`src/rtl/rlq_pkg.sv`:
```
// ----------------------------------------------------------------------------
// rlq_pkg
// Shared types and constants for the local run queue with run-next slot:
// opcodes, result kinds, controller states and the control/status bundles.
// ----------------------------------------------------------------------------
package rlq_pkg;

  // fixed field widths of the item and result beats
  localparam int OP_W    = 3;
  localparam int TASK_W  = 16;
  localparam int KIND_W  = 2;
  localparam int COUNT_W = 7;

  typedef enum logic [OP_W-1:0] {
    OP_PUT      = 3'd0,
    OP_PUT_NEXT = 3'd1,
    OP_GET      = 3'd2,
    OP_STEAL    = 3'd3,
    OP_STATUS   = 3'd4
  } op_t;

  typedef enum logic [KIND_W-1:0] {
    KIND_NONE  = 2'd0,
    KIND_DEQ   = 2'd1,
    KIND_SPILL = 2'd2,
    KIND_STEAL = 2'd3
  } kind_t;

  typedef enum logic [2:0] {
    ST_IDLE,
    ST_EXEC,
    ST_WALK_RD,
    ST_WALK_OUT,
    ST_FINAL
  } state_t;

  // commands from the controller to the datapath
  typedef struct packed {
    logic accept;      // latch the input beat
    logic exec;        // decide the step and update slot, tail and status
    logic rd_issue;    // read the ring at head and advance head
    logic load_walk;   // load the result register from ring read data
    logic load_final;  // load the result register with the closing result
  } cmd_t;

  // status from the datapath to the controller
  typedef struct packed {
    logic go_walk;     // step needs ring reads (valid during exec)
    logic rem_zero;    // no ring reads left to issue
    logic fin_pend;    // a closing result follows the walk
    logic out_free;    // result register can take a beat this cycle
  } sts_t;

endpackage

```
`src/rtl/rlq_ctrl.sv`:
```
// ----------------------------------------------------------------------------
// rlq_ctrl
// Sequencer for the run queue: takes one item, lets the datapath decide the
// step, walks the ring one read per result if needed, then any closing beat.
// ----------------------------------------------------------------------------
module rlq_ctrl (
  input  logic          clk,
  input  logic          rst,
  input  logic          task_valid,
  output logic          task_stall,
  input  rlq_pkg::sts_t sts,
  output rlq_pkg::cmd_t cmd
);
  import rlq_pkg::*;

  state_t state;
  state_t state_next;

  // state register
  always_ff @(posedge clk) begin
    if (rst) begin
      state <= ST_IDLE;
    end else begin
      state <= state_next;
    end
  end

  // next state
  always_comb begin
    state_next = state;
    unique case (state)
      ST_IDLE: begin
        if (task_valid) state_next = ST_EXEC;
      end
      ST_EXEC: begin
        if (sts.go_walk) state_next = ST_WALK_RD;
        else if (sts.out_free) state_next = ST_IDLE;
        else state_next = ST_FINAL;
      end
      ST_WALK_RD: begin
        state_next = ST_WALK_OUT;
      end
      ST_WALK_OUT: begin
        if (sts.out_free && sts.rem_zero) begin
          state_next = sts.fin_pend ? ST_FINAL : ST_IDLE;
        end
      end
      ST_FINAL: begin
        if (sts.out_free) state_next = ST_IDLE;
      end
      default: state_next = ST_IDLE;
    endcase
  end

  // outputs
  always_comb begin
    cmd        = '0;
    task_stall = 1'b1;
    unique case (state)
      ST_IDLE: begin
        task_stall = 1'b0;
        cmd.accept = task_valid;
      end
      ST_EXEC: begin
        cmd.exec       = 1'b1;
        cmd.load_final = !sts.go_walk && sts.out_free;
      end
      ST_WALK_RD: begin
        cmd.rd_issue = 1'b1;
      end
      ST_WALK_OUT: begin
        cmd.load_walk = sts.out_free;
        cmd.rd_issue  = sts.out_free && !sts.rem_zero;
      end
      ST_FINAL: begin
        cmd.load_final = sts.out_free;
      end
      default: begin
        cmd = '0;
      end
    endcase
  end

endmodule

```
`src/rtl/rlq_dp.sv`:
```
// ----------------------------------------------------------------------------
// rlq_dp
// Datapath of the run queue: ring memory with head/tail pointers, run-next
// slot, step decision, walk counter and the result register.
// ----------------------------------------------------------------------------
module rlq_dp #(
  parameter int QUEUE_DEPTH = 64,
  parameter int ID_WIDTH    = 16
) (
  input  logic                          clk,
  input  logic                          rst,
  input  rlq_pkg::cmd_t                 cmd,
  output rlq_pkg::sts_t                 sts,
  input  logic [rlq_pkg::OP_W-1:0]      opcode,
  input  logic [rlq_pkg::TASK_W-1:0]    task_id,
  input  logic                          take_next,
  output logic                          result_valid,
  input  logic                          result_stall,
  output logic [rlq_pkg::KIND_W-1:0]    kind,
  output logic [rlq_pkg::TASK_W-1:0]    out_task,
  output logic                          keep_slice,
  output logic                          last,
  output logic                          queue_empty,
  output logic [rlq_pkg::COUNT_W-1:0]   queue_count
);
  import rlq_pkg::*;

  localparam int AW = $clog2(QUEUE_DEPTH);
  localparam int SW = (ID_WIDTH < TASK_W) ? ID_WIDTH : TASK_W;
  localparam logic [AW-1:0] LAST_ADDR = AW'(QUEUE_DEPTH - 1);
  localparam logic [COUNT_W-1:0] DEPTH_C = COUNT_W'(QUEUE_DEPTH);

  // ring memory
  logic [SW-1:0] ring [QUEUE_DEPTH];
  logic [SW-1:0] rd_data;

  // pointers: address plus wrap bit, i.e. modulo twice the depth
  logic [AW-1:0] head_addr;
  logic          head_wrap;
  logic [AW-1:0] tail_addr;
  logic          tail_wrap;

  // run-next slot
  logic [SW-1:0] next_task;
  logic          next_valid;

  // latched input beat
  logic [OP_W-1:0] opcode_r;
  logic [SW-1:0]   task_r;
  logic            steal_r;

  // step registers
  logic [COUNT_W-1:0] walk_rem;
  kind_t              walk_kind;
  kind_t              fin_kind;
  logic [SW-1:0]      fin_task;
  logic               fin_inh;
  logic [COUNT_W-1:0] cnt_after_r;
  logic               empty_after_r;

  // step decision
  logic [COUNT_W-1:0] cnt;
  logic               full;
  logic               do_write;
  logic [SW-1:0]      wr_task;
  logic [COUNT_W-1:0] walk_n;
  kind_t              walk_kind_c;
  kind_t              fin_kind_c;
  logic [SW-1:0]      fin_task_c;
  logic               fin_inh_c;
  logic [COUNT_W-1:0] cnt_after_c;
  logic               nv_after_c;
  logic               take_slot;
  logic               out_accept;

  // entries in the ring
  always_comb begin
    if (head_wrap == tail_wrap) begin
      cnt = COUNT_W'(tail_addr) - COUNT_W'(head_addr);
    end else begin
      cnt = DEPTH_C - COUNT_W'(head_addr) + COUNT_W'(tail_addr);
    end
  end

  assign full = (cnt == DEPTH_C);

  // decide what this step does
  always_comb begin
    do_write    = 1'b0;
    wr_task     = task_r;
    walk_n      = '0;
    walk_kind_c = KIND_NONE;
    fin_kind_c  = KIND_NONE;
    fin_task_c  = '0;
    fin_inh_c   = 1'b0;
    cnt_after_c = cnt;
    nv_after_c  = next_valid;
    take_slot   = 1'b0;
    unique case (opcode_r) inside
      OP_PUT, OP_PUT_NEXT: begin
        wr_task = (opcode_r == OP_PUT_NEXT) ? next_task : task_r;
        if (opcode_r == OP_PUT_NEXT && !next_valid) begin
          nv_after_c = 1'b1;
        end else if (full) begin
          // spill the older half, then the appended task
          walk_n      = cnt >> 1;
          walk_kind_c = KIND_SPILL;
          fin_kind_c  = KIND_SPILL;
          fin_task_c  = wr_task;
          cnt_after_c = cnt - (cnt >> 1);
        end else begin
          do_write    = 1'b1;
          cnt_after_c = cnt + 1'b1;
        end
      end
      OP_GET: begin
        if (next_valid) begin
          fin_kind_c = KIND_DEQ;
          fin_task_c = next_task;
          fin_inh_c  = 1'b1;
          nv_after_c = 1'b0;
          take_slot  = 1'b1;
        end else if (cnt != '0) begin
          walk_n      = COUNT_W'(1);
          walk_kind_c = KIND_DEQ;
          cnt_after_c = cnt - 1'b1;
        end
      end
      OP_STEAL: begin
        if (cnt != '0) begin
          walk_n      = cnt - (cnt >> 1);
          walk_kind_c = KIND_STEAL;
          cnt_after_c = cnt >> 1;
        end else if (steal_r && next_valid) begin
          fin_kind_c = KIND_STEAL;
          fin_task_c = next_task;
          nv_after_c = 1'b0;
          take_slot  = 1'b1;
        end
      end
      default: begin
        walk_n = '0;
      end
    endcase
  end

  // input beat latch
  always_ff @(posedge clk) begin
    if (cmd.accept) begin
      opcode_r <= opcode;
      task_r   <= task_id[SW-1:0];
      steal_r  <= take_next;
    end
  end

  // ring write and registered read
  always_ff @(posedge clk) begin
    if (cmd.exec && do_write) begin
      ring[tail_addr] <= wr_task;
    end
    if (cmd.rd_issue) begin
      rd_data <= ring[head_addr];
    end
  end

  // pointers and run-next slot
  always_ff @(posedge clk) begin
    if (rst) begin
      head_addr  <= '0;
      head_wrap  <= 1'b0;
      tail_addr  <= '0;
      tail_wrap  <= 1'b0;
      next_task  <= '0;
      next_valid <= 1'b0;
    end else begin
      if (cmd.exec) begin
        if (do_write) begin
          if (tail_addr == LAST_ADDR) begin
            tail_addr <= '0;
            tail_wrap <= !tail_wrap;
          end else begin
            tail_addr <= tail_addr + 1'b1;
          end
        end
        if (opcode_r == OP_PUT_NEXT) begin
          next_task <= task_r;
        end else if (take_slot) begin
          next_task <= '0;
        end
        next_valid <= nv_after_c;
      end
      if (cmd.rd_issue) begin
        if (head_addr == LAST_ADDR) begin
          head_addr <= '0;
          head_wrap <= !head_wrap;
        end else begin
          head_addr <= head_addr + 1'b1;
        end
      end
    end
  end

  // step registers for the walk and closing beat
  always_ff @(posedge clk) begin
    if (rst) begin
      walk_rem <= '0;
    end else if (cmd.exec) begin
      walk_rem <= walk_n;
    end else if (cmd.rd_issue) begin
      walk_rem <= walk_rem - 1'b1;
    end
  end

  always_ff @(posedge clk) begin
    if (cmd.exec) begin
      walk_kind     <= walk_kind_c;
      fin_kind      <= fin_kind_c;
      fin_task      <= fin_task_c;
      fin_inh       <= fin_inh_c;
      cnt_after_r   <= cnt_after_c;
      empty_after_r <= (cnt_after_c == '0) && !nv_after_c;
    end
  end

  // result register
  assign out_accept = result_valid && !result_stall;

  always_ff @(posedge clk) begin
    if (rst) begin
      result_valid <= 1'b0;
    end else if (cmd.load_walk || cmd.load_final) begin
      result_valid <= 1'b1;
    end else if (out_accept) begin
      result_valid <= 1'b0;
    end
  end

  always_ff @(posedge clk) begin
    if (cmd.load_walk) begin
      kind        <= walk_kind;
      out_task    <= TASK_W'(rd_data);
      keep_slice  <= 1'b0;
      last        <= (walk_rem == '0) && (fin_kind == KIND_NONE);
      queue_empty <= empty_after_r;
      queue_count <= cnt_after_r;
    end else if (cmd.load_final) begin
      last <= 1'b1;
      if (cmd.exec) begin
        kind        <= fin_kind_c;
        out_task    <= TASK_W'(fin_task_c);
        keep_slice  <= fin_inh_c;
        queue_empty <= (cnt_after_c == '0) && !nv_after_c;
        queue_count <= cnt_after_c;
      end else begin
        kind        <= fin_kind;
        out_task    <= TASK_W'(fin_task);
        keep_slice  <= fin_inh;
        queue_empty <= empty_after_r;
        queue_count <= cnt_after_r;
      end
    end
  end

  // status to the controller
  always_comb begin
    sts.go_walk  = (walk_n != '0);
    sts.rem_zero = (walk_rem == '0);
    sts.fin_pend = (fin_kind != KIND_NONE);
    sts.out_free = !result_valid || !result_stall;
  end

endmodule

```
`src/rtl/local_run_queue_with_next_slot_core.sv`:
```
// ----------------------------------------------------------------------------
// local_run_queue_with_next_slot_core
// Per-core task run queue: a ring of task ids plus a run-next slot, with put,
// put-next, get, steal-half and status; full-ring appends spill half the ring.
//
//   channel  | handshake                  | beat fields
//   ---------+----------------------------+------------------------------------
//   task     | task_valid / task_stall    | opcode, task_id, take_next
//   result   | result_valid / result_stall| kind, out_task, keep_slice, last,
//            |                            | queue_empty, queue_count
//
// An item with one result and no ring read passes idle and exec, then final
// if the result register is busy. Ring gets, ring steals and spills
// walk in walk_rd and walk_out, a spill closing with its final beat: the walk
// reads one entry per cycle through the single read port of the ring memory.
// Reset empties the ring and the run-next slot at once; no clearing pass.
// A stalled result beat holds the walk; the next item is taken as soon as
// the last result of the current one sits in the result register.
// ----------------------------------------------------------------------------
module local_run_queue_with_next_slot_core #(
  parameter int QUEUE_DEPTH = 64,
  parameter int ID_WIDTH    = 16
) (
  input  logic                          clk,
  input  logic                          rst,
  input  logic                          task_valid,
  output logic                          task_stall,
  input  logic [rlq_pkg::OP_W-1:0]      opcode,
  input  logic [rlq_pkg::TASK_W-1:0]    task_id,
  input  logic                          take_next,
  output logic                          result_valid,
  input  logic                          result_stall,
  output logic [rlq_pkg::KIND_W-1:0]    kind,
  output logic [rlq_pkg::TASK_W-1:0]    out_task,
  output logic                          keep_slice,
  output logic                          last,
  output logic                          queue_empty,
  output logic [rlq_pkg::COUNT_W-1:0]   queue_count
);
  import rlq_pkg::*;

  cmd_t cmd;
  sts_t sts;

  // sequencer
  rlq_ctrl u_ctrl (
    .clk        (clk),
    .rst        (rst),
    .task_valid (task_valid),
    .task_stall (task_stall),
    .sts        (sts),
    .cmd        (cmd)
  );

  // ring, slot and result register
  rlq_dp #(
    .QUEUE_DEPTH (QUEUE_DEPTH),
    .ID_WIDTH    (ID_WIDTH)
  ) u_dp (
    .clk          (clk),
    .rst          (rst),
    .cmd          (cmd),
    .sts          (sts),
    .opcode       (opcode),
    .task_id      (task_id),
    .take_next    (take_next),
    .result_valid (result_valid),
    .result_stall (result_stall),
    .kind         (kind),
    .out_task     (out_task),
    .keep_slice   (keep_slice),
    .last         (last),
    .queue_empty  (queue_empty),
    .queue_count  (queue_count)
  );

  // ring never reports more entries than it holds
  a_count_range: assert property (@(posedge clk) disable iff (rst)
    result_valid |-> (queue_count <= COUNT_W'(QUEUE_DEPTH)))
    else $error("queue_count beyond ring depth");

  // an empty beat carries no task
  a_none_no_task: assert property (@(posedge clk) disable iff (rst)
    (result_valid && kind == KIND_NONE) |-> (out_task == '0 && !keep_slice))
    else $error("kind none with task payload");

  // time slice is kept only by a get from the run-next slot, which ends the item
  a_inherit_deq: assert property (@(posedge clk) disable iff (rst)
    (result_valid && keep_slice) |-> (kind == KIND_DEQ && last))
    else $error("keep_slice on a non-dequeue beat");

  // no new item is taken while a walk or closing beat is still owed
  a_no_accept_mid_item: assert property (@(posedge clk) disable iff (rst)
    (result_valid && !last) |-> task_stall)
    else $error("item accepted before previous item finished");

endmodule

```
`config.mk`:
```
export PLATFORM = sky130hd
export DESIGN_NAME = local_run_queue_with_next_slot_core
export DESIGN_NICKNAME = d
export VERILOG_FILES = /design/src/rtl/rlq_pkg.sv /design/src/rtl/rlq_ctrl.sv /design/src/rtl/rlq_dp.sv /design/src/rtl/local_run_queue_with_next_slot_core.sv
export SDC_FILE = /design/constraint.sdc
export NUM_CORES = 1
export LEC_CHECK = 0
export BUFFER_PORTS_ARGS = -buffer_cell sky130_fd_sc_hd__buf_2
export CORE_MARGIN = 1.5
export CORE_UTILIZATION = 52
export DETAILED_ROUTE_END_ITERATION = 8
export PLACE_DENSITY_LB_ADDON = 0.08
export SLEW_MARGIN = 20
export SYNTH_ARGS = -nofsm -noshare
export SYNTH_HDL_FRONTEND = slang
export SYNTH_SLANG_ARGS = --single-unit
```
`constraint.sdc`:
```
create_clock -name clk -period 7.75 [get_ports clk]
set_input_delay 0.3875 -clock clk [delete_from_list [all_inputs] [get_ports clk]]
set_output_delay 0.3875 -clock clk [all_outputs]
set_load 0.1 [all_outputs]
```
== After elaboration in Yosys (flattened, before gate mapping) ==
Memory sizes are Yosys's and may differ from the RTL's. A register that Yosys moved wholly into a read port is not among the register bits.
Index checks and enable logic that the tools add are counted.

* Bits in registers: 119
* Latch bits: 0
* RAM bits: 1024
* ROM bits: 0
* Bits of input ports: 24
* Output and inout port bits: 30
* Logic and storage cells: 166
* Memories: 1

{| class="wikitable"
|+ Memory list
! memory !! depth !! bits a word !! rd ports !! clocked after memory_dff !! write ports !! line !! RTL
|-
| u_dp.ring || 64 || 16 || 1 || 1 || 1 || rlq_dp.sv:34 || <nowiki>logic [SW-1:0] ring [QUEUE_DEPTH];</nowiki>
|}

* Add/subtract/negate cells: 9
* $mul: 0
* Div/mod/pow operators: 0
* Order comparisons: 0
* Equal/unequal tests: 14
* Shifts and indexed selects: 0
* Multiplexer cells: 81
* Bitwise logic cells: 0
* Reduce and logical (&&, ||, !) cells: 37

{| class="wikitable"
|+ Operators with widths
! kind !! count
|-
| 2-to-1 mux 16 bit || 12
|-
| 2-to-1 mux 7 bit || 13
|-
| one-hot mux 16 bit (3 select lines) || 1
|-
| one-hot mux 7 bit (3 select lines) || 2
|-
| 2-to-1 mux 1 bit || 27
|-
| 2-to-1 mux 6 bit || 4
|-
| 2-to-1 mux 2 bit || 9
|-
| 2-to-1 mux 3 bit || 6
|-
| one-hot mux 3 bit (5 select lines) || 1
|-
| zero test 7 bit || 2
|-
| nonzero test 7 bit || 2
|-
| subtractor 7 x 1 -> 7 bit (second input constant) || 2
|-
| adder 6 x 1 -> 6 bit (second input constant) || 2
|-
| == test 3 x 2 -> 1 bit (second input constant) || 4
|-
| == test 6 bit (second input constant) || 2
|-
| one-hot mux 2 bit (3 select lines) || 2
|-
| nonzero test 2 bit || 5
|-
| logical AND 1 bit || 9
|-
| zero test 1 bit || 8
|-
| adder 7 x 1 -> 7 bit (second input constant) || 1
|-
| adder 7 x 6 -> 7 bit || 1
|-
| == test 7 bit (second input constant) || 1
|-
| subtractor 6 x 6 -> 7 bit || 1
|-
| subtractor 7 x 6 -> 7 bit || 1
|-
| other kinds (14) || 23
|}

== Depth between registers and ports, before layout ==
Gate-level depths: netlist of run 1.

* Depth in word-level cells: 13
* Mapped depth: 21
* Depth with buffers taken out: 17

== Cells and area by module ==
A second synthesis of run 1 with hierarchy kept.

* Cells, all modules: 2200
* Area, all modules: 45899.0 µm²

{| class="wikitable"
|+ Modules (own cells, without submodules)
! module !! instances !! cells an instance !! area each (µm²) !! sequential area each (µm²)
|-
| rlq_dp || 1 || 2169 || 45663.8 || 34042.6
|-
| rlq_ctrl || 1 || 31 || 235.2 || 60.1
|}

== Worst setup path after synthesis of run 1 ==
OpenSTA, ideal clock, no wires.

* Path type: register to register
* Start: register u_dp.head_addr[2]
* End: register u_dp.kind[0] in the netlist's numbering (enable)
* Setup time: 389 ps
* Arrival: 4689 ps
* Data required time: 7361 ps
* Slack: 2672 ps
* Stages on the path, launching flop included: 17
* Buffers on the path: 4
* Period minus slack after synthesis: 5078 ps
* Cells stage by stage: dfxtp_1 clkbuf_1 buf_1 buf_1 inv_1 ha_1 nor2b_4 o31a_4 xor2_1 buf_6 inv_1 ha_1 o41ai_1 xnor2_1 nand4_1 a2111oi_2 o31a_1

* Word-level cells in the longest chain between the ends: 12
* Elaborated cells between the ends (all ways): 18
* Classes of those cells: add/sub: 4; eq/ne: 1; mux: 8; reduce/logical: 5

{| class="wikitable"
|+ RTL lines
! what !! line !! RTL
|-
| from (decl) || rlq_dp.sv:38 || <nowiki>logic [AW-1:0] head_addr;</nowiki>
|-
| from (signal assigned) || rlq_dp.sv:197 || <nowiki>head_addr <= head_addr + 1'b1;</nowiki>
|-
| subtractor 7 x 6 -> 7 bit || rlq_dp.sv:81 || <nowiki>cnt = DEPTH_C - COUNT_W'(head_addr) + COUNT_W'(tail_addr);</nowiki>
|-
| adder 7 x 6 -> 7 bit || rlq_dp.sv:81 ||
|-
| 2-to-1 mux 7 bit * || rlq_dp.sv:78 || <nowiki>if (head_wrap == tail_wrap) begin</nowiki>
|-
| parallel branches: the longest is 3 deep, another holds subtractor 7 x 6 -> 7 bit || n/a ||
|-
| one-hot mux 7 bit (3 select lines) * || rlq_dp.sv:99 || <nowiki>unique case (opcode_r) inside</nowiki>
|-
| nonzero test 7 bit * || rlq_dp.sv:266 || <nowiki>sts.go_walk = (walk_n != '0);</nowiki>
|-
| zero test 1 bit * || rlq_ctrl.sv:66 || <nowiki>cmd.load_final = !sts.go_walk && sts.out_free;</nowiki>
|-
| logical AND 1 bit * || rlq_ctrl.sv:66 ||
|-
| one-hot mux 1 bit (2 select lines) * || rlq_ctrl.sv:59 || <nowiki>unique case (state)</nowiki>
|-
| nonzero test 2 bit (no source line) * || n/a ||
|-
| to (signal assigned) || rlq_dp.sv:240 || <nowiki>kind <= walk_kind;</nowiki>
|-
| to (signal assigned) || rlq_dp.sv:249 || <nowiki>kind <= fin_kind_c;</nowiki>
|-
| to (signal assigned) || rlq_dp.sv:255 || <nowiki>kind <= fin_kind;</nowiki>
|-
| to (decl) || rlq_dp.sv:19 || <nowiki>output logic [rlq_pkg::KIND_W-1:0] kind,</nowiki>
|}

Mark *: on every way between the ends.
A chain may end at the register's enable or synchronous reset.

== Final worst setup path of run 1 ==
* Start: register u_dp.head_addr[0]
* End: register u_dp.out_task[4] in the netlist's numbering (enable)

* Word-level cells in the longest chain between the ends: 12
* Elaborated cells between the ends (all ways): 18
* Classes of those cells: add/sub: 4; eq/ne: 1; mux: 8; reduce/logical: 5

{| class="wikitable"
|+ RTL lines
! what !! line !! RTL
|-
| subtractor 7 x 6 -> 7 bit || rlq_dp.sv:81 ||
|-
| adder 7 x 6 -> 7 bit || rlq_dp.sv:81 ||
|-
| 2-to-1 mux 7 bit * || rlq_dp.sv:78 ||
|-
| parallel branches: the longest is 3 deep, another holds subtractor 7 x 6 -> 7 bit || n/a ||
|-
| one-hot mux 7 bit (3 select lines) * || rlq_dp.sv:99 ||
|-
| nonzero test 7 bit * || rlq_dp.sv:266 ||
|-
| zero test 1 bit * || rlq_ctrl.sv:66 ||
|-
| logical AND 1 bit * || rlq_ctrl.sv:66 ||
|-
| one-hot mux 1 bit (2 select lines) * || rlq_ctrl.sv:59 ||
|-
| nonzero test 2 bit (no source line) * || n/a ||
|-
| to (signal assigned) || rlq_dp.sv:241 || <nowiki>out_task <= TASK_W'(rd_data);</nowiki>
|-
| to (signal assigned) || rlq_dp.sv:250 || <nowiki>out_task <= TASK_W'(fin_task_c);</nowiki>
|-
| to (signal assigned) || rlq_dp.sv:256 || <nowiki>out_task <= TASK_W'(fin_task);</nowiki>
|-
| to (decl) || rlq_dp.sv:20 || <nowiki>output logic [rlq_pkg::TASK_W-1:0] out_task,</nowiki>
|}

Marks and branches as above.

==> results.json, run 1 <==
{
  "status": "finished, final reports clean",
  "via_count_of_the_first_global_routing_pass": 22251,
  "net_count_after_synthesis": 2242,
  "fin_skew_ps": 33.2,
  "crit_path_end_kind": "register",
  "root_buffer": "sky130_fd_sc_hd__clkbuf_16",
  "clock.fmax_ghz": 0.174,
  "final.setup.worst_slack_ps": 2000,
  "crit_path_max_fanout": 41,
  "route.final.wire_length_mm": 109,
  "synth.avg_cell_area_um2": 21.0,
  "grt.met3_usage_pct": 4.36,
  "worst_margin_pin_slew_ps": 1110,
  "final.setup.tns_ps": 0,
  "part_of_the_total_power_dissipated_in_the_clock_network_pct": 42.1,
  "number_of_hold_violations_in_the_final_report": 0,
  "cts_inserted_buffers": 113,
  "floorplan.die_area_um2": 90200,
  "cp.arrival_ps": 6130,
  "ff_latch_count_synth": 1159,
  "power.leakage_uw": 0.0162,
  "totalPowerFinal_uw": 12600,
  "place_ws_ps": 2020,
  "yosys.area.top_type_share_pct": 71.1,
  "first_pass_grt_wire_length_mm": 158,
  "multi_input_area_um2": 11300,
  "detail_route.wl_per_cell_um": 30.3,
  "synth-async-reset-ratio_pct": 0,
  "globalRoute.totalOverflow": 0,
  "fill_cells": 6264,
  "via_count": 22397,
  "synthFlopType": "sky130_fd_sc_hd__edfxtp_1",
  "die_h_um": 300,
  "yosys.cell_types.count": 85,
  "worstSetupStartpointType": "register",
  "grtUsageMet2_pct": 36.8,
  "most_frequent_cell_after_synthesis": "sky130_fd_sc_hd__edfxtp_1",
  "placer_s_final_routability_congestion_estimate": 0.853,
  "core_area_um2": 87200,
  "start_util_pct": 52.7,
  "holdCritPathClass": "primary input to register",
  "clock_tree.htree_level_count": 3,
  "dpl.hpwl_mm": 65.8,
  "total_global_routing_track_utilization_pct": 24.6,
  "cts.repair_timing.setup_buffer_count": 0,
  "ff_latch_area_um2": 34100,
  "worst_ir_drop_vdd_mv": 0.207,
  "drt.antenna.violating_nets": 0,
  "final_min_period_ps": 5750,
  "drc_errors": 0,
  "layout-area-overhead-vs-synth_pct": 12.7,
  "synth_enable_flop_cells": 1089,
  "timing.max_cap.violations": 0,
  "drt_first_pass_iters": 5,
  "detailed_place.area_um2": 48000,
  "placementRows": 108,
  "power_frac_seq_pct": 55.0,
  "min_period_over_period_pct": 74.3,
  "grt_setup_unrepaired": "no",
  "layout_cells_sized_above_1_pct": 29.2,
  "grt_start_max_net_pins": 117,
  "cts-hold-fix-buffers": 20,
  "switching_share_pct": 20.5,
  "power.net_switching_uw": 2590,
  "synthTopCellsByCount": "1089 x sky130_fd_sc_hd__edfxtp_1, 336 x sky130_fd_sc_hd__mux4_2, 110 x sky130_fd_sc_hd__nor2_1",
  "pwr_density_nw_per_um2": 243,
  "critPathKind": "register to register",
  "combined_area_of_all_synthesized_cells_um2": 46000,
  "synth_area_leader_cell": "sky130_fd_sc_hd__edfxtp_1",
  "post_cts_clock_slew_at_the_launch_and_capture_registers_of_the_worst_setup_and_hold_paths_ps": 60,
  "clock-sinks": 1159,
  "avgViaCountPerCell": 6.21,
  "finalNetCount": 2411,
  "clock_tree.buffer_depth": 3,
  "netlist_instances": 2189,
  "synth_warnings": 0,
  "dieWidth_um": 300,
  "cell_internal_pwr_uw": 10000,
  "met1_usage_pct": 38.0,
  "port_buffers": 53,
  "synth_sequential_area_ratio_pct": 74.2,
  "boundaryPins": 54,
  "initialDrtViolationCount": 2778,
  "final_max_slew_viol_count": 0,
  "timing.slew.headroom_pct": 25.8,
  "number_of_gates_given_a_new_drive_strength_after_cts": 0,
  "grt_antenna_before_repair": 6,
  "hold_path_depth": 5,
  "combPwrFrac_pct": 2.9,
  "worstRegToRegCells": 14,
  "report.final.setup_viol": 0,
  "grt_most_used_layer": "met1",
  "synth_top_area_cells": "sky130_fd_sc_hd__edfxtp_1 71%, sky130_fd_sc_hd__mux4_2 16%, sky130_fd_sc_hd__dfxtp_1 3.0%, sky130_fd_sc_hd__mux2_2 1.0%, sky130_fd_sc_hd__nor2_1 0.90%",
  "cts_tree": "built",
  "cp.required_ps": 8120,
  "postLayoutCellArea_um2": 51800,
  "clk_latency_ps": 690
}
==> cells in the final DEF (no fill, tap or decap), types with 6 or more instances in the layout <==
cell                            instances
sky130_fd_sc_hd__a211oi_1              10
sky130_fd_sc_hd__a21oi_1               40
sky130_fd_sc_hd__a221o_1               16
sky130_fd_sc_hd__a31oi_1                7
sky130_fd_sc_hd__buf_2                 53
sky130_fd_sc_hd__buf_4                 94
sky130_fd_sc_hd__bufinv_16             10
sky130_fd_sc_hd__clkbuf_1              36
sky130_fd_sc_hd__clkbuf_16            114
sky130_fd_sc_hd__clkinv_1              18
sky130_fd_sc_hd__clkinv_2              20
sky130_fd_sc_hd__dfxtp_1               67
sky130_fd_sc_hd__dlygate4sd3_1         20
sky130_fd_sc_hd__edfxtp_1            1089
sky130_fd_sc_hd__ha_1                  27
sky130_fd_sc_hd__inv_1                 28
sky130_fd_sc_hd__mux2_2                30
sky130_fd_sc_hd__mux2_4                11
sky130_fd_sc_hd__mux4_2               336
sky130_fd_sc_hd__nand2_1               50
sky130_fd_sc_hd__nand2b_1               6
sky130_fd_sc_hd__nand3_1               34
sky130_fd_sc_hd__nand3b_1               6
sky130_fd_sc_hd__nand4_1               13
sky130_fd_sc_hd__nor2_1               107
sky130_fd_sc_hd__nor2b_1               23
sky130_fd_sc_hd__nor3_1                14
sky130_fd_sc_hd__o21ai_0               19
sky130_fd_sc_hd__or3_1                  9
sky130_fd_sc_hd__xnor2_1               15
sky130_fd_sc_hd__xor2_1                 9
==> kinds of logic after synthesis <==
kind of cell | count (synthesis) | share of synthesized area [%]
AOI/OAI and AO/OA | 145 | 2.27
xor gates and xnor gates | 27 | 0.588
adders and majority gates | 29 | 0.822
buffers and inverters | 148 | 1.35
DFF | 1159 | 74.2
muxes | 382 | 17.6
and+or+nand+nor | 299 | 3.22
==> metrics by stage <==
step	util, %	instances	hold WS, ps
floorplan	-	2189	415
global placement	55.0	3376	424
detailed placement	55.1	3377	434
CTS	59.4	3604	88.5
global route	59.4	3605	157
finish	59.4	3606	142
==> worst max-delay path, cell delays in order, from the launching register on <==
cell and delay, ps:
sky130_fd_sc_hd__dfxtp_4 580, sky130_fd_sc_hd__ha_1 320, sky130_fd_sc_hd__fa_1 440, sky130_fd_sc_hd__xnor2_1 650, sky130_fd_sc_hd__inv_1 430, sky130_fd_sc_hd__ha_1 330, sky130_fd_sc_hd__o21bai_1 160, sky130_fd_sc_hd__a21oi_1 210
sky130_fd_sc_hd__xnor2_1 190, sky130_fd_sc_hd__inv_1 90, sky130_fd_sc_hd__nor4_1 310, sky130_fd_sc_hd__nand4_1 220, sky130_fd_sc_hd__a2111oi_2 590, sky130_fd_sc_hd__o31a_1 560, sky130_fd_sc_hd__buf_4 350
==> final timing paths <==
path,from,endpoint,slack [ps]
worst max-delay path,u_dp.head_addr[0],u_dp.out_task[4],2000
worst min-delay path,task_valid,u_ctrl.state[0],140
worst max register to register,u_dp.head_addr[0],u_dp.out_task[4],2000
worst min register to register,u_dp.cnt_after_r[3],u_dp.cnt_after_r[3],450
==> sequential cells by signal, indices dropped and copies added (netlist names), 2 cells and up <==
name and count:
u_dp.next_task 16, u_dp.opcode_r 3, u_dp.kind 2, u_dp.walk_kind 2, u_dp.walk_rem 7, u_dp.task_r 16
u_dp.tail_addr 6, u_dp.out_task 16, u_dp.rd_data 16, u_dp.fin_kind 2, u_dp.ring 1024, u_dp.cnt_after_r 7
u_ctrl.state 3, u_dp.queue_count 7, u_dp.head_addr 6, u_dp.fin_task 16
==> power groups by stage <==
| stage | Clock, µW | Combinational, µW | Sequential (µW) |
|---|---|---|---|
| floorplan | 0 | 154 | 7110 |
| global placement | 0 | 352 | 7060 |
| detailed placement | 0 | 363 | 7070 |
| CTS | 5400 | 372 | 6930 |
| global route | 5630 | 390 | 6930 |
| finish | 5310 | 368 | 6930 |
==> per-layer routing <==
| metal | wire length [µm] | vias to the layer above |
|---|---|---|
| met4 | 2440 | 2 |
| met2 | 50000 | 933 |
| met3 | 9440 | 139 |
| met1 | 47200 | 11865 |
| li1 | - | 9458 |
| met5 | 13 | - |
==> area by class of cell <==
cell class,count,area share [%]
Sequential cell,1159,65.9
Antenna cell,1,0.00483
Multi-Input combinational cell,882,21.8
Tap cell,1155,2.79
Clock inverter,56,1.11
Timing Repair Buffer,170,2.37
Clock buffer,151,5.79
Inverter,32,0.242
(Power assumes the default switching activity.)
==> run 2: changes to the inputs <==
==> constraint.sdc (replaced) <==
create_clock -name clk -period 4.9 [get_ports clk]
set_input_delay 0.245 -clock clk [delete_from_list [all_inputs] [get_ports clk]]
set_output_delay 0.245 -clock clk [all_outputs]
set_load 0.1 [all_outputs]
==> run 2 against run 1 <==
  * Final area grew 0.91%
  * Sequential share of layout area fell by 0.59 points
  * Clock skew rose by 8.7 ps
  * Wire length up 2.3%
  * Combinational power grew 53%
  * Sequential power is 59% higher
  * Core utilization up 0.54 points
  * Global-route usage grew 0.58 points
  * Sequential cell count did not move
  * Register-to-register slack worse by 1800 ps
  * Die area did not move
  * Hold slack improved by 5.3 ps
  * Largest power group unchanged
==> results.json, run 2 (same netlist as run 1, synthesis figures left out) <==
{
  "status": "finished, final reports clean",
  "endpoint": "u_dp.ring[26][5]",
  "timing.slew.headroom_pct": 30.6,
  "critPathKind": "register to register",
  "postLayoutCellArea_um2": 52300,
  "grt_start_max_net_pins": 142,
  "clock.fmax_ghz": 0.212,
  "detail_route.wl_per_cell_um": 30.6,
  "clock_tree.htree_level_count": 3,
  "fin_util_pct": 60.0,
  "largest-register": "u_dp.ring",
  "holdCritPathClass": "primary input to register",
  "core_area_um2": 87200,
  "start_util_pct": 52.7,
  "finalNetCount": 2444,
  "rrSetupSlack_ps": 170,
  "min_period_over_period_pct": 96.4,
  "cp.required_ps": 5250,
  "timing.max_cap.violations": 0,
  "timing.rr.end": "u_dp.ring[26][5]",
  "grt_setup_unrepaired": "yes",
  "cp.depth": 14,
  "route.final.wire_length_mm": 112,
  "startpoint": "u_dp.tail_addr[0]",
  "cts_tree": "built",
  "dpl.hpwl_mm": 65.4,
  "worstRegToRegCells": 14,
  "power.leakage_uw": 0.0164,
  "final.setup.worst_slack_ps": 175,
  "crit_path_max_fanout": 16,
  "place_ws_ps": 248,
  "fin_skew_ps": 41.9,
  "via_count": 22706,
  "drc_errors": 0,
  "globalRoute.totalOverflow": 0,
  "via_count_of_the_first_global_routing_pass": 22597,
  "final_min_period_ps": 4730,
  "layout_cells_sized_above_1_pct": 30.6,
  "report.final.setup_viol": 0,
  "r2r-start": "u_dp.tail_addr[0]",
  "cp.arrival_ps": 5070,
  "critical_path.n_buffers_inverters": 4,
  "critical-path-top-delay-family": "simple AND/OR/NAND/NOR gates",
  "cts_inserted_buffers": 116,
  "port_buffers": 53,
  "die_h_um": 300,
  "clock-sinks": 1159,
  "critical_path.slowest_cell": "sky130_fd_sc_hd__nand3_1",
  "most_used_cells_in_the_layout_excluding_fill_and_tap_cells": "1089 x sky130_fd_sc_hd__edfxtp_1, 336 x sky130_fd_sc_hd__mux4_2, 122 x sky130_fd_sc_hd__buf_4",
  "root_buffer": "sky130_fd_sc_hd__clkbuf_16",
  "floorplan.die_area_um2": 90200,
  "crit_path_end_kind": "register",
  "total_global_routing_track_utilization_pct": 25.2,
  "initialDrtViolationCount": 2682,
  "placer_s_final_routability_congestion_estimate": 0.853,
  "dieWidth_um": 300,
  "avgViaCountPerCell": 6.23,
  "max_stage_delay_ps": 800,
  "boundaryPins": 54,
  "layout-area-overhead-vs-synth_pct": 13.7,
  "pwr_density_nw_per_um2": 390,
  "first_pass_grt_wire_length_mm": 161,
  "clk_latency_ps": 690,
  "cts.repair_timing.setup_buffer_count": 0,
  "final_max_slew_viol_count": 0,
  "layout.cells.most_common": "sky130_fd_sc_hd__edfxtp_1",
  "drt.antenna.violating_nets": 0,
  "drt_first_pass_iters": 5,
  "chain_of_cells_forming_the_critical_path": "inv_1 > ha_1 > nand2b_1 > o2bb2ai_1 > xnor2_2 > inv_1 > buf_4 > ha_1 > nand3_1 > a21oi_4 > nor4_1 > nand3_1 > nor2_1 > buf_4",
  "post_cts_clock_slew_at_the_launch_and_capture_registers_of_the_worst_setup_and_hold_paths_ps": 60,
  "totalPowerFinal_uw": 20400,
  "placementRows": 108,
  "number_of_hold_violations_in_the_final_report": 0,
  "grt_antenna_before_repair": 18,
  "worst_margin_pin_slew_ps": 1040,
  "worst_ir_drop_vdd_mv": 0.357,
  "worstSetupStartpointType": "register",
  "largest_register_ff_count": 1024,
  "detailed_place.area_um2": 48200,
  "clock_tree.buffer_depth": 3
}
-- run 2: worst min-delay path by stage --
stage                 from               end  cells past startpoint
2_1_floorplan    opcode[0]  u_dp.opcode_r[0]                      0
3_3_place_gp   task_id[13]   u_dp.task_r[13]                      1
3_5_place_dp    task_id[7]    u_dp.task_r[7]                      1
4_1_cts                rst  u_dp.walk_rem[1]                      2
5_1_grt                rst  u_dp.walk_rem[4]                      2
6_report               rst  u_dp.walk_rem[1]                      2
-- run 2: worst reg2reg max path, delay by kind of cell, from the launching register on --
family / cells / cell delay, ps
xor+xnor: 1 / 390
buf+inv: 4 / 800
simple gates: 5 / 2020
flops: 1 / 430
compound gates: 2 / 250
fa+ha+maj: 2 / 480
-- run 2: what timing repair did --
action | in CTS | in global routing
gates resized for setup | 0 | 1
endpoints found under the setup margin | 0 | 31
hold buffers | 22 | 0
endpoints found under the hold margin | 23 | 0
-- run 2: metal layers --
metal	wire length [µm]	vias to the layer above	GRT usage [%]
met2	52600	882	38.6
met1	47700	12133	37.2
li1	-	9522	-
met5	48	-	0
met4	2710	6	6.83
met3	8640	163	5.21
-- run 2: cell type report --
cell class,count,area (µm²)
Tap cell,1155,1450
Clock inverter,74,728
Multi-Input combinational cell,882,11300
Inverter,32,125
Fill cell,6173,34900
Timing Repair Buffer,200,1460
Antenna cell,1,2.50
Clock buffer,140,3120
Sequential cell,1159,34100
-- run 2: report_power, final --
part	switching (µW)	internal [µW]
logic	452	112
clock network	3690	5190
registers	30.0	10900
total	4170	16200
-- run 2: per-stage QoR --
stage | hold slack (ps) | std cells | setup TNS [ps]
finish | 148 | 3643 | 0
global route | 176 | 3642 | -162
CTS | 123 | 3642 | 0
detailed placement | 424 | 3406 | 0
global placement | 421 | 3406 | 0
floorplan | 344 | 2189 | 0
